$ cat src/hw/rtl/tqd_pkg.sv
`timescale 1ns / 1ps
// Shared types and codes for the three-queue tick task dispatcher.
// No dependencies.
package tqd_pkg;

	typedef enum logic [1:0] {
		KIND_PUSH = 2'd0,
		KIND_TICK = 2'd1,
		KIND_PULL = 2'd2
	} kind_t;

	typedef enum logic [1:0] {
		ST_ACCEPTED   = 2'd0,
		ST_FULL       = 2'd1,
		ST_DISPATCHED = 2'd2,
		ST_NONE       = 2'd3
	} status_t;

	localparam logic [1:0] Q_SLOW   = 2'd0;
	localparam logic [1:0] Q_MEDIUM = 2'd1;
	localparam logic [1:0] Q_FAST   = 2'd2;

	// Result of one transaction, waiting for the RAM read data.
	typedef struct packed {
		status_t    status;
		logic       from_ram;
		logic [1:0] q;
	} pend_t;

endpackage

$ cat src/hw/rtl/tqd_in_if.sv
`timescale 1ns / 1ps
// Input channel: push / tick / pull items with valid-ready handshake.
// No dependencies.
interface tqd_in_if;
	logic       valid;
	logic       ready;
	logic [1:0] kind;
	logic [1:0] queue_sel;
	logic [7:0] task_id;

	modport source (output valid, output kind, output queue_sel, output task_id, input ready);
	modport sink (input valid, input kind, input queue_sel, input task_id, output ready);
endinterface

$ cat src/hw/rtl/tqd_out_if.sv
`timescale 1ns / 1ps
// Output channel: one status / task result per item, valid-ready handshake.
// No dependencies.
interface tqd_out_if;
	logic       valid;
	logic       ready;
	logic [1:0] status;
	logic [7:0] out_task;

	modport source (output valid, output status, output out_task, input ready);
	modport sink (input valid, input status, input out_task, output ready);
endinterface

$ cat src/hw/rtl/tqd_ram.sv
`timescale 1ns / 1ps
// Generic single-write, single-read RAM with registered read data.
// No dependencies.
module tqd_ram #(
	parameter int WIDTH = 8,
	parameter int DEPTH = 16
) (
	input  logic                     clk,
	input  logic                     we,
	input  logic [$clog2(DEPTH)-1:0] waddr,
	input  logic [WIDTH-1:0]         wdata,
	input  logic                     re,
	input  logic [$clog2(DEPTH)-1:0] raddr,
	output logic [WIDTH-1:0]         rdata
);

	logic [WIDTH-1:0] mem [DEPTH];

	always_ff @(posedge clk) begin
		if (we) begin
			mem[waddr] <= wdata;
		end
		if (re) begin
			rdata <= mem[raddr];
		end
	end

endmodule

$ cat src/hw/rtl/tqd_ctrl.sv
`timescale 1ns / 1ps
// Queue control: read/write positions, tick phases, push/pull decision
// and RAM commands. Depends on tqd_pkg.
module tqd_ctrl
	import tqd_pkg::*;
#(
	parameter int SLOW_DEPTH   = 16,
	parameter int MEDIUM_DEPTH = 16,
	parameter int FAST_DEPTH   = 16,
	parameter int TASK_BITS    = 8,
	parameter int PTR_W        = 4
) (
	input  logic                 clk,
	input  logic                 arst_n,
	input  logic                 fire,
	input  logic [1:0]           kind,
	input  logic [1:0]           queue_sel,
	input  logic [7:0]           task_id,
	output logic [2:0]           ram_we,
	output logic [2:0]           ram_re,
	output logic [PTR_W-1:0]     ram_waddr,
	output logic [PTR_W-1:0]     ram_raddr,
	output logic [TASK_BITS-1:0] ram_wdata,
	output pend_t                pend
);

	localparam logic [PTR_W-1:0] LAST [3] = '{
		PTR_W'(SLOW_DEPTH - 1), PTR_W'(MEDIUM_DEPTH - 1), PTR_W'(FAST_DEPTH - 1)
	};

	logic [PTR_W-1:0] wp_q [3];
	logic [PTR_W-1:0] rp_q [3];
	logic [2:0]       ph_q [3];

	logic                 q_ok;
	logic [1:0]           qi;
	logic [PTR_W-1:0]     wp_c, rp_c, wp_nxt, rp_nxt;
	logic [2:0]           ph_c;
	logic                 full, empty, pull_req;
	logic                 do_push, do_pull, do_tick;
	logic [TASK_BITS+7:0] id_wide;

	assign id_wide   = {{TASK_BITS{1'b0}}, task_id};
	assign ram_wdata = id_wide[TASK_BITS-1:0];

	always_comb begin
		q_ok     = (queue_sel == Q_SLOW) || (queue_sel == Q_MEDIUM) || (queue_sel == Q_FAST);
		qi       = q_ok ? queue_sel : Q_SLOW;
		wp_c     = wp_q[qi];
		rp_c     = rp_q[qi];
		ph_c     = ph_q[qi];
		wp_nxt   = (wp_c == LAST[qi]) ? '0 : wp_c + 1'b1;
		rp_nxt   = (rp_c == LAST[qi]) ? '0 : rp_c + 1'b1;
		full     = (wp_nxt == rp_c);
		empty    = (wp_c == rp_c);
		pull_req = 1'b0;
		do_push  = 1'b0;
		do_tick  = 1'b0;
		pend.status   = ST_NONE;
		pend.from_ram = 1'b0;
		pend.q        = qi;
		unique case (kind_t'(kind))
			KIND_PUSH: begin
				if (q_ok && !full) begin
					pend.status = ST_ACCEPTED;
					do_push     = 1'b1;
				end else begin
					pend.status = ST_FULL;
				end
			end
			KIND_TICK: begin
				// fast queue pulls on phase 0, the others on phases 1..7
				do_tick  = q_ok;
				pull_req = q_ok && ((qi == Q_FAST) ? (ph_c == 3'd0) : (ph_c != 3'd0));
			end
			KIND_PULL: pull_req = q_ok;
			default: pull_req = 1'b0;
		endcase
		do_pull = pull_req && !empty;
		if (do_pull) begin
			pend.status   = ST_DISPATCHED;
			pend.from_ram = 1'b1;
		end
		ram_we    = '0;
		ram_re    = '0;
		ram_we[qi] = fire && do_push;
		ram_re[qi] = fire && do_pull;
		ram_waddr = wp_c;
		ram_raddr = rp_c;
	end

	always_ff @(posedge clk or negedge arst_n) begin
		if (!arst_n) begin
			for (int i = 0; i < 3; i++) begin
				wp_q[i] <= '0;
				rp_q[i] <= '0;
				ph_q[i] <= '0;
			end
		end else if (fire) begin
			if (do_push) begin
				wp_q[qi] <= wp_nxt;
			end
			if (do_pull) begin
				rp_q[qi] <= rp_nxt;
			end
			if (do_tick) begin
				ph_q[qi] <= ph_c + 3'd1;
			end
		end
	end

endmodule

$ cat src/hw/rtl/three_queue_tick_task_dispatcher_top.sv
`timescale 1ns / 1ps
// Top level of the three-queue tick task dispatcher.
// Depends on tqd_pkg, tqd_in_if, tqd_out_if, tqd_ram, tqd_ctrl.
//
//  channel  | dir | payload                       | handshake
//  ---------+-----+-------------------------------+-------------
//  items    | in  | kind, queue_sel, task_id      | valid/ready
//  results  | out | status, out_task              | valid/ready
//
// One transaction in, one result out: the accept cycle updates
// positions/phases and issues the queue RAM access, and the pending stage
// then moves the registered RAM read data into the output register. An item
// can be accepted every cycle while the result side keeps up. Reset clears
// positions and phases at once; queue RAM contents are never cleared. A
// stalled result holds the pending stage, which blocks the input until it moves.
module three_queue_tick_task_dispatcher_top
	import tqd_pkg::*;
#(
	parameter int SLOW_DEPTH   = 16,
	parameter int MEDIUM_DEPTH = 16,
	parameter int FAST_DEPTH   = 16,
	parameter int TASK_BITS    = 8
) (
	input logic         clk,
	input logic         arst_n,
	tqd_in_if.sink      items,
	tqd_out_if.source   results
);

	localparam int MAX_SM    = (SLOW_DEPTH > MEDIUM_DEPTH) ? SLOW_DEPTH : MEDIUM_DEPTH;
	localparam int MAX_DEPTH = (MAX_SM > FAST_DEPTH) ? MAX_SM : FAST_DEPTH;
	localparam int PTR_W     = $clog2(MAX_DEPTH);
	localparam int SLOW_AW   = $clog2(SLOW_DEPTH);
	localparam int MEDIUM_AW = $clog2(MEDIUM_DEPTH);
	localparam int FAST_AW   = $clog2(FAST_DEPTH);

	logic                 fire;
	logic [2:0]           ram_we, ram_re;
	logic [PTR_W-1:0]     ram_waddr, ram_raddr;
	logic [TASK_BITS-1:0] ram_wdata;
	logic [TASK_BITS-1:0] rdata_slow, rdata_medium, rdata_fast, rdata_sel;
	logic [TASK_BITS+7:0] rdata_wide;
	pend_t                pend;

	logic       v_s1;
	pend_t      pend_s1;
	logic       s1_adv;
	logic       out_v_q;
	status_t    status_q;
	logic [7:0] task_q;

	assign s1_adv      = v_s1 && (!out_v_q || results.ready);
	assign items.ready = !v_s1 || s1_adv;
	assign fire        = items.valid && items.ready;

	tqd_ctrl #(
		.SLOW_DEPTH   (SLOW_DEPTH),
		.MEDIUM_DEPTH (MEDIUM_DEPTH),
		.FAST_DEPTH   (FAST_DEPTH),
		.TASK_BITS    (TASK_BITS),
		.PTR_W        (PTR_W)
	) u_ctrl (
		.clk       (clk),
		.arst_n    (arst_n),
		.fire      (fire),
		.kind      (items.kind),
		.queue_sel (items.queue_sel),
		.task_id   (items.task_id),
		.ram_we    (ram_we),
		.ram_re    (ram_re),
		.ram_waddr (ram_waddr),
		.ram_raddr (ram_raddr),
		.ram_wdata (ram_wdata),
		.pend      (pend)
	);

	tqd_ram #(.WIDTH(TASK_BITS), .DEPTH(SLOW_DEPTH)) u_ram_slow (
		.clk   (clk),
		.we    (ram_we[Q_SLOW]),
		.waddr (ram_waddr[SLOW_AW-1:0]),
		.wdata (ram_wdata),
		.re    (ram_re[Q_SLOW]),
		.raddr (ram_raddr[SLOW_AW-1:0]),
		.rdata (rdata_slow)
	);

	tqd_ram #(.WIDTH(TASK_BITS), .DEPTH(MEDIUM_DEPTH)) u_ram_medium (
		.clk   (clk),
		.we    (ram_we[Q_MEDIUM]),
		.waddr (ram_waddr[MEDIUM_AW-1:0]),
		.wdata (ram_wdata),
		.re    (ram_re[Q_MEDIUM]),
		.raddr (ram_raddr[MEDIUM_AW-1:0]),
		.rdata (rdata_medium)
	);

	tqd_ram #(.WIDTH(TASK_BITS), .DEPTH(FAST_DEPTH)) u_ram_fast (
		.clk   (clk),
		.we    (ram_we[Q_FAST]),
		.waddr (ram_waddr[FAST_AW-1:0]),
		.wdata (ram_wdata),
		.re    (ram_re[Q_FAST]),
		.raddr (ram_raddr[FAST_AW-1:0]),
		.rdata (rdata_fast)
	);

	// A push lands in the RAM at the accept edge, so a pull of the same
	// entry one transaction later already reads the new value.
	always_comb begin
		unique case (pend_s1.q)
			Q_SLOW:   rdata_sel = rdata_slow;
			Q_MEDIUM: rdata_sel = rdata_medium;
			default:  rdata_sel = rdata_fast;
		endcase
		rdata_wide = {8'd0, rdata_sel};
	end

	always_ff @(posedge clk or negedge arst_n) begin
		if (!arst_n) begin
			v_s1    <= 1'b0;
			out_v_q <= 1'b0;
		end else begin
			if (items.ready) begin
				v_s1 <= fire;
			end
			if (s1_adv) begin
				out_v_q <= 1'b1;
			end else if (results.ready) begin
				out_v_q <= 1'b0;
			end
		end
	end

	always_ff @(posedge clk) begin
		if (fire) begin
			pend_s1 <= pend;
		end
		if (s1_adv) begin
			status_q <= pend_s1.status;
			task_q   <= pend_s1.from_ram ? rdata_wide[7:0] : 8'd0;
		end
	end

	assign results.valid    = out_v_q;
	assign results.status   = status_q;
	assign results.out_task = task_q;

	a_one_ram_op: assert property (@(posedge clk) disable iff (!arst_n)
		$onehot0({ram_we, ram_re}))
		else $error("more than one queue RAM access in a cycle");

	a_hold_rdata: assert property (@(posedge clk) disable iff (!arst_n)
		(v_s1 && !s1_adv) |-> (ram_re == 3'b000))
		else $error("RAM read issued while pending result is stalled");

	a_no_task: assert property (@(posedge clk) disable iff (!arst_n)
		(out_v_q && status_q != ST_DISPATCHED) |-> (task_q == 8'd0))
		else $error("task id shown without a dispatch");

	a_ram_read_pend: assert property (@(posedge clk) disable iff (!arst_n)
		(ram_re != 3'b000) |=> (v_s1 && pend_s1.from_ram))
		else $error("RAM read not followed by a pending dispatch");

endmodule

$ cat src/flat_wrapper.sv
// flat-port wrapper written by rule: the top's interface ports become plain ports
module three_queue_tick_task_dispatcher_top_flat import tqd_pkg::*;
#(
	parameter int SLOW_DEPTH   = 16,
	parameter int MEDIUM_DEPTH = 16,
	parameter int FAST_DEPTH   = 16,
	parameter int TASK_BITS    = 8
)
  (clk, arst_n, items_valid, items_kind, items_queue_sel, items_task_id, items_ready, results_valid, results_status, results_out_task, results_ready);
  tqd_in_if items_i ();
  tqd_out_if results_i ();
  input logic clk;
  input logic arst_n;
  input wire logic [$bits(items_i.valid)-1:0] items_valid;
  input wire logic [$bits(items_i.kind)-1:0] items_kind;
  input wire logic [$bits(items_i.queue_sel)-1:0] items_queue_sel;
  input wire logic [$bits(items_i.task_id)-1:0] items_task_id;
  output wire logic [$bits(items_i.ready)-1:0] items_ready;
  output wire logic [$bits(results_i.valid)-1:0] results_valid;
  output wire logic [$bits(results_i.status)-1:0] results_status;
  output wire logic [$bits(results_i.out_task)-1:0] results_out_task;
  input wire logic [$bits(results_i.ready)-1:0] results_ready;
  assign items_i.valid = items_valid;
  assign items_i.kind = items_kind;
  assign items_i.queue_sel = items_queue_sel;
  assign items_i.task_id = items_task_id;
  assign items_ready = items_i.ready;
  assign results_valid = results_i.valid;
  assign results_status = results_i.status;
  assign results_out_task = results_i.out_task;
  assign results_i.ready = results_ready;
  three_queue_tick_task_dispatcher_top #(.SLOW_DEPTH(SLOW_DEPTH), .MEDIUM_DEPTH(MEDIUM_DEPTH), .FAST_DEPTH(FAST_DEPTH), .TASK_BITS(TASK_BITS)) u_core (.clk(clk), .arst_n(arst_n), .items(items_i), .results(results_i));
endmodule
$ cat config.mk
export PLATFORM = sky130hd
export DESIGN_NAME = three_queue_tick_task_dispatcher_top_flat
export DESIGN_NICKNAME = d
export VERILOG_FILES = /design/src/hw/rtl/tqd_pkg.sv /design/src/hw/rtl/tqd_in_if.sv /design/src/hw/rtl/tqd_out_if.sv /design/src/hw/rtl/tqd_ram.sv /design/src/hw/rtl/tqd_ctrl.sv /design/src/hw/rtl/three_queue_tick_task_dispatcher_top.sv /design/src/flat_wrapper.sv
export SDC_FILE = /design/constraint.sdc
export NUM_CORES = 1
export LEC_CHECK = 0
export BUFFER_PORTS_ARGS = -buffer_cell sky130_fd_sc_hd__buf_2
export CAP_MARGIN = 0
export CELL_PAD_IN_SITES_DETAIL_PLACEMENT = 0
export CELL_PAD_IN_SITES_GLOBAL_PLACEMENT = 1
export CORE_ASPECT_RATIO = 1.1
export CORE_MARGIN = 5
export CORE_UTILIZATION = 40
export CTS_CLUSTER_SIZE = 16
export DETAILED_ROUTE_END_ITERATION = 8
export GPL_TIMING_DRIVEN = 1
export PLACE_DENSITY_LB_ADDON = 0.1
export SYNTH_ARGS = -nofsm -noshare
export SYNTH_HDL_FRONTEND = slang
export SYNTH_SLANG_ARGS = --single-unit
$ cat constraint.sdc
create_clock -name clk -period 4.6 [get_ports clk]
set_clock_uncertainty 0.1 [all_clocks]
set_input_delay 0.46 -clock clk [delete_from_list [all_inputs] [get_ports clk]]
set_output_delay 0.46 -clock clk [all_outputs]
set_load 0.01 [all_outputs]
After elaboration in Yosys (flattened, before gate mapping)
Memory sizes are Yosys's and may differ from the RTL's. A register that Yosys moved wholly into a read port is not among the register bits.
Cells that the tools add are included.
W data, S select, Z words.

storage, ports and cells
  flip-flop bits (word level) = 50
  bits in writable memories = 384
  input bits = 16
  output and inout port bits = 12
  logic and storage cells = 109
  memories = 3

memory list
  name                     words  bits a word  read ports  clocked after memory_dff  write ports  RTL line       source
  u_core.u_ram_fast.mem    16     8            1           1                         1            tqd_ram.sv:17  logic [WIDTH-1:0] mem [DEPTH];
  u_core.u_ram_medium.mem  16     8            1           1                         1            tqd_ram.sv:17
  u_core.u_ram_slow.mem    16     8            1           1                         1            tqd_ram.sv:17

operators by class
  $add $sub $neg = 3
  order comparisons = 4
  equal/unequal tests = 10
  muxes and demuxes = 41
  bitwise logic cells = 4
  reductions and logical operators = 27

operator list
  cell                   count
  $mux W4                9
  $bmux W4 S2            3
  $bwmux W12             2
  $eq A4 B4 Y1           4
  $mux W1                16
  $pmux W8 S2            1
  $bwmux W9              1
  $logic_and A1 B1 Y1    9
  $mux W3                3
  $add A4 B1 Y4 const B  2
  $demux W4 S2           1
  $and A3 B3 Y3          2
  $bmux W3 S2            1
  $demux W3 S2           1
  $eq A2 B1 Y1 const B   3
  $eq A2 B2 Y1 const B   3
  $logic_not A2 Y1       3
  $reduce_and A2 Y1      3
  $logic_not A1 Y1       4
  $logic_or A1 B1 Y1     4
  $add A3 B1 Y3 const B  1
  $ge A3 B3 Y1 const B   1
  $logic_not A3 Y1       1
  $lt A2 B3 Y1 const B   1
  other kinds (10)       10

Depth between registers and ports, before layout
  depth in word-level cells = 19
  mapped depth = 15
  mapped depth without buffers = 12

Modules after synthesis
A second synthesis with hierarchy kept.

second synthesis, totals
  cell total of the unflattened synthesis = 948
  area total of the unflattened synthesis = 18901.9 um^2

modules (own cells, without submodules)
  module                                times used  cells an instance  area an instance (um^2)  seq. area each (um^2)
  tqd_ram                               3           229                5227.5                   4083.9
  tqd_ctrl                              1           211                2399.8                   825.8
  three_queue_tick_task_dispatcher_top  1           50                 819.5                    500.5

Worst setup path after synthesis
OpenSTA, ideal clock, no wires.

  path kind = input -> register
  start = in items_queue_sel[0]
  end = mem u_core.u_ram_medium.mem[10][0], enable pin
  library setup time = 370 ps
  arrival = 3131 ps
  data required time = 4130 ps
  slack = 998 ps
  stages on the path = 14
  buffers on the path = 3
  cell sequence = inv_1 ha_1 nor2b_1 buf_2 a21oi_2 inv_2 ha_1 a311oi_1 or3_4 a2111oi_4 or3_4 buf_8 buf_6 nor2_1

RTL lines
  what         RTL line            source
  from (decl)  flat_wrapper.sv:16  input wire logic [$bits(items_i.queue_sel)-1:0] items_queue_sel;
  to (decl)    tqd_ram.sv:17

==> summary by stage <==
Setup path
The origin of the critical flop-to-flop path is u_core.u_ctrl.wp_q[4]. The startpoint kind of the worst setup timing path is an input pin. For flop-to-flop paths, the worst setup slack is around 1.1 ns. Of all nets on the critical path, the largest fanout is 20. The critical path is of the in2reg type. Measured in cells, the most critical reg-to-reg path has a length of 10.

The worst setup path is captured at a register. The most critical setup path has its startpoint at items_queue_sel[0]. The arrival time of data at the critical path endpoint is approximately 3.8 ns.

For the worst setup path, the data required time is 4.72 ns. The worst reg2reg path endpoint is u_core.u_ram_fast.mem[2][5]. The capture point of the critical path is u_core.u_ram_fast.mem[2][5].

Timing
The worst relative slew slack is 0.363. Timing would allow up to roughly 0.27 GHz. The hold slack is 0.0708 ns. The worst setup slack after layout is 0.881 ns.

For the final routed database, the setup TNS stands at 0 ns. The pin slew with the least headroom to its limit is about 0.95 ns. Dividing the final minimum period by the clock period gives 0.808. Setup violations remaining at the end of the flow were counted as 0.

The final-report hold violation count came to 0. Subtracting the final worst setup slack from the clock period gives 3.72 ns. Setup repair after global routing left no endpoint under its margin. The total count of max-transition violations in the final report is 0.

Clock network
The maximum clock insertion buffer count is 3. For this design, the CTS-stage hold fixing added 2 buffers. The clock net in this run drives a total of around 460 sinks. The clock tree root driver cell is sky130_fd_sc_hd__clkbuf_16. The register clock-pin slew on the reported worst setup and hold paths is 0.06 ns. The clock tree from TritonCTS is built. The later pin in the worst-skew pair is clocked with a latency of approximately 0.59 ns.

The clock buffer count from CTS is 49. The H-tree was split into 2 levels. The number of gates resized after cts is 0.

Buffers added to address setup during post-CTS repair amount to 0.

Placement
At the end of routability-driven placement, the weighted congestion stood at about 0.82. The estimated wirelength of the detail-placed design is 33.4 mm. The placed instance area is 0.0199 mm^2.

The count of input and output buffers is 27. The worst slack at placement is around 0.24 ns.

Yosys
The register area share after synthesis is 0.711. The synthesized net count is 1,366. The number of enable-type register cells in the synthesized netlist is 423. Among all flip-flop cells after synthesis, the most frequent one is sky130_fd_sc_hd__edfxtp_1. The register bit total from synthesis is 458. The cell type contributing the most total cell area after synthesis is sky130_fd_sc_hd__edfxtp_1. During synthesis, Yosys emitted a total of 0 warnings. Of the post-synthesis cell area, the dominant cell type holds 0.665.

The proportion of synthesized flip-flops having asynchronous set or reset is 0.0764. The number of different library cells used by synthesis comes to 57. The mean area per synthesized cell is 14.3 um^2.

The area of the mapped netlist is 0.0191 mm^2. The number of standard cells after synthesis is 1,335. Yosys attributes the largest share of cell area to sky130_fd_sc_hd__edfxtp_1 67%, sky130_fd_sc_hd__nand2_1 4.7%, sky130_fd_sc_hd__dfrtp_1 4.6%, sky130_fd_sc_hd__mux2i_1 4.2%, sky130_fd_sc_hd__a211oi_1 2.0%.

Global route
Global routing finished with a remaining overflow of 0. The initial antenna violation count is 0. The number of global-route vias before repair came to between 10,000 and 15,000. The first global-routing pass estimated between 70 and 80 mm of wire. The global-route usage over all layers is 0.201. Entering global routing, the biggest net connects between 80 and 90 pins.

Worst hold path
The startpoint identified for the worst hold timing path is results_ready. The worst hold path was traced through 3 stages. The type of the worst min-delay path is in2reg.

Power and ir drop
Of the total power, the share spent switching nets is 0.304. Summed over all nets, the switching power comes to ~3.5 mW. The post-route total power is approximately 11 mW. The relative contribution of sequential cells to total power is 0.422. The worst supply voltage drop on vdd is about 0.25 mV. The leakage component of the power is between 7 and 8 nW. The share of total power dissipated in the clock network is 0.344. The internal portion of the total power is 7.93 mW. The share of total power dissipated in combinational logic is 0.234. The total power density per cell area is 529 mW/mm^2.

Floorplanning
The x dimension of the die is 218 um. The number of ports placed on the die boundary is 28. The die height is 239 um. The area enclosed by the die boundary is ~0.052 mm^2. The initial utilization of the core area, before any placement, comes to 0.402. In this run the standard cell core region covers ~0.048 mm^2. The total number of placement rows is 84.

Detailed routing
The pre-antenna-repair detailed-routing pass consisted of 5 iterations. The post-detailed-route DRC marker count is 0. In the final routed layout, each cell accounts on average for around 26 um. The post-detailed-routing wire length is approximately 52 mm. Detailed routing inserted a total of about 11,000 vias. The per-cell via count in the routed design is about 5.4. The number of routed nets with antenna violations is 0. For this block, the initial DRC count from the detailed router was ~980.

Finish
The growth of design area from synthesis to finish is 12.8%. The top cell types in the final layout, fill and taps aside, are 423 x sky130_fd_sc_hd__edfxtp_1, 240 x sky130_fd_sc_hd__nand2_1, 80 x sky130_fd_sc_hd__mux2i_1, 75 x sky130_fd_sc_hd__nor2_1, 50 x sky130_fd_sc_hd__a211oi_1. The number of diodes added for antenna fixing is 0. For this run, the post-layout net count is 1,401. The finished cells cover around 0.022 mm^2.

The fraction of layout cells with a size suffix above 1 is 0.119. The most common library cell in the layout ignoring fill and taps is sky130_fd_sc_hd__edfxtp_1.

Outcome
The flow ran to the end, and the final reports show no timing, DRC or antenna violations.

Flow run
The reported max-cap violation count is 0.
-- how the worst min path moves through the flow --
stage	end
detailed placement	u_core.results.status[0]
CTS	u_core.results.valid
global route	u_core.results.valid
global placement	u_core.results.status[0]
floorplan	u_core.results.valid
finish	u_core.results.valid
-- worst max-delay path: stages --
cell,delay (ns)
sky130_fd_sc_hd__buf_2,0.13
sky130_fd_sc_hd__inv_1,0.08
sky130_fd_sc_hd__ha_1,0.57
sky130_fd_sc_hd__nor2b_4,0.38
sky130_fd_sc_hd__o2bb2ai_2,0.21
sky130_fd_sc_hd__ha_1,0.34
sky130_fd_sc_hd__a311oi_1,0.11
sky130_fd_sc_hd__o21ai_1,0.24
sky130_fd_sc_hd__a2111oi_4,0.13
sky130_fd_sc_hd__or3_4,0.55
sky130_fd_sc_hd__nor2_1,0.60
-- kinds of logic (layout without fill, tap and decap cells) --
family	count (synthesis)	in the layout	synth area share
compound gates	239	239	0.0920
mux	110	110	0.0612
buf+inv	94	168	0.0241
fa+ha+maj	15	15	0.00983
xor+xnor	11	11	0.00544
flops	458	458	0.711
simple gates	408	408	0.0965
-- Yosys cell counts (all sizes together) (13+ instances only) --
library cell  number
edfxtp           423
nand2            240
mux2i             83
nor2              78
and2              55
a211oi            50
a21oi             49
clkbuf            40
buf               39
dfrtp             35
o21ai             30
mux2              27
a311oi            17
ha                15
inv               15
a32oi             14
a31oi             13
-- per-layer routing --
layer,wire (um),GRT usage
met3,2230,0.0239
met2,25200,0.329
met1,23600,0.285
met4,1290,0.0577
met5,0,0
-- power by group through the flow --
stage | logic, mW | clock network, mW | registers, mW
after floorplan | 1.74 | 0 | 4.87
after global placement | 2.70 | 0 | 4.91
after detailed placement | 2.70 | 0 | 4.90
after CTS | 2.70 | 4.01 | 4.82
after global routing | 2.88 | 4.18 | 4.83
final | 2.67 | 3.93 | 4.81
-- state kept, by name, indices dropped and copies added (netlist names), 5 cells and up --
| signal | cells |
|---|---|
| u_core.u_ram_slow.rdata | 8 |
| u_core.results.out_task | 8 |
| u_core.u_ram_fast.mem | 128 |
| u_core.u_ram_medium.mem | 128 |
| u_core.u_ctrl.wp_q | 12 |
| u_core.u_ram_medium.rdata | 8 |
| u_core.u_ram_fast.rdata | 8 |
| u_core.u_ctrl.rp_q | 12 |
| u_core.pend_s1 | 5 |
| u_core.u_ram_slow.mem | 128 |
| u_core.u_ctrl.ph_q | 9 |
-- layout make-up --
type	instances	area, um^2
fill	4317	26000
tap	645	807
multi-input combinational	783	5070
clock buffer	59	1280
clock inverter	31	298
inverter	15	58.8
timing repair buffer	63	448
sequential	458	13600
-- through the flow --
| step | utilization | cells |
|---|---|---|
| floorplan | - | 1335 |
| global placement | 0.420 | 1962 |
| detailed placement | 0.420 | 1962 |
| CTS | 0.454 | 2054 |
| global route | 0.454 | 2054 |
| finish | 0.454 | 2054 |
(Power assumes the default switching activity.)
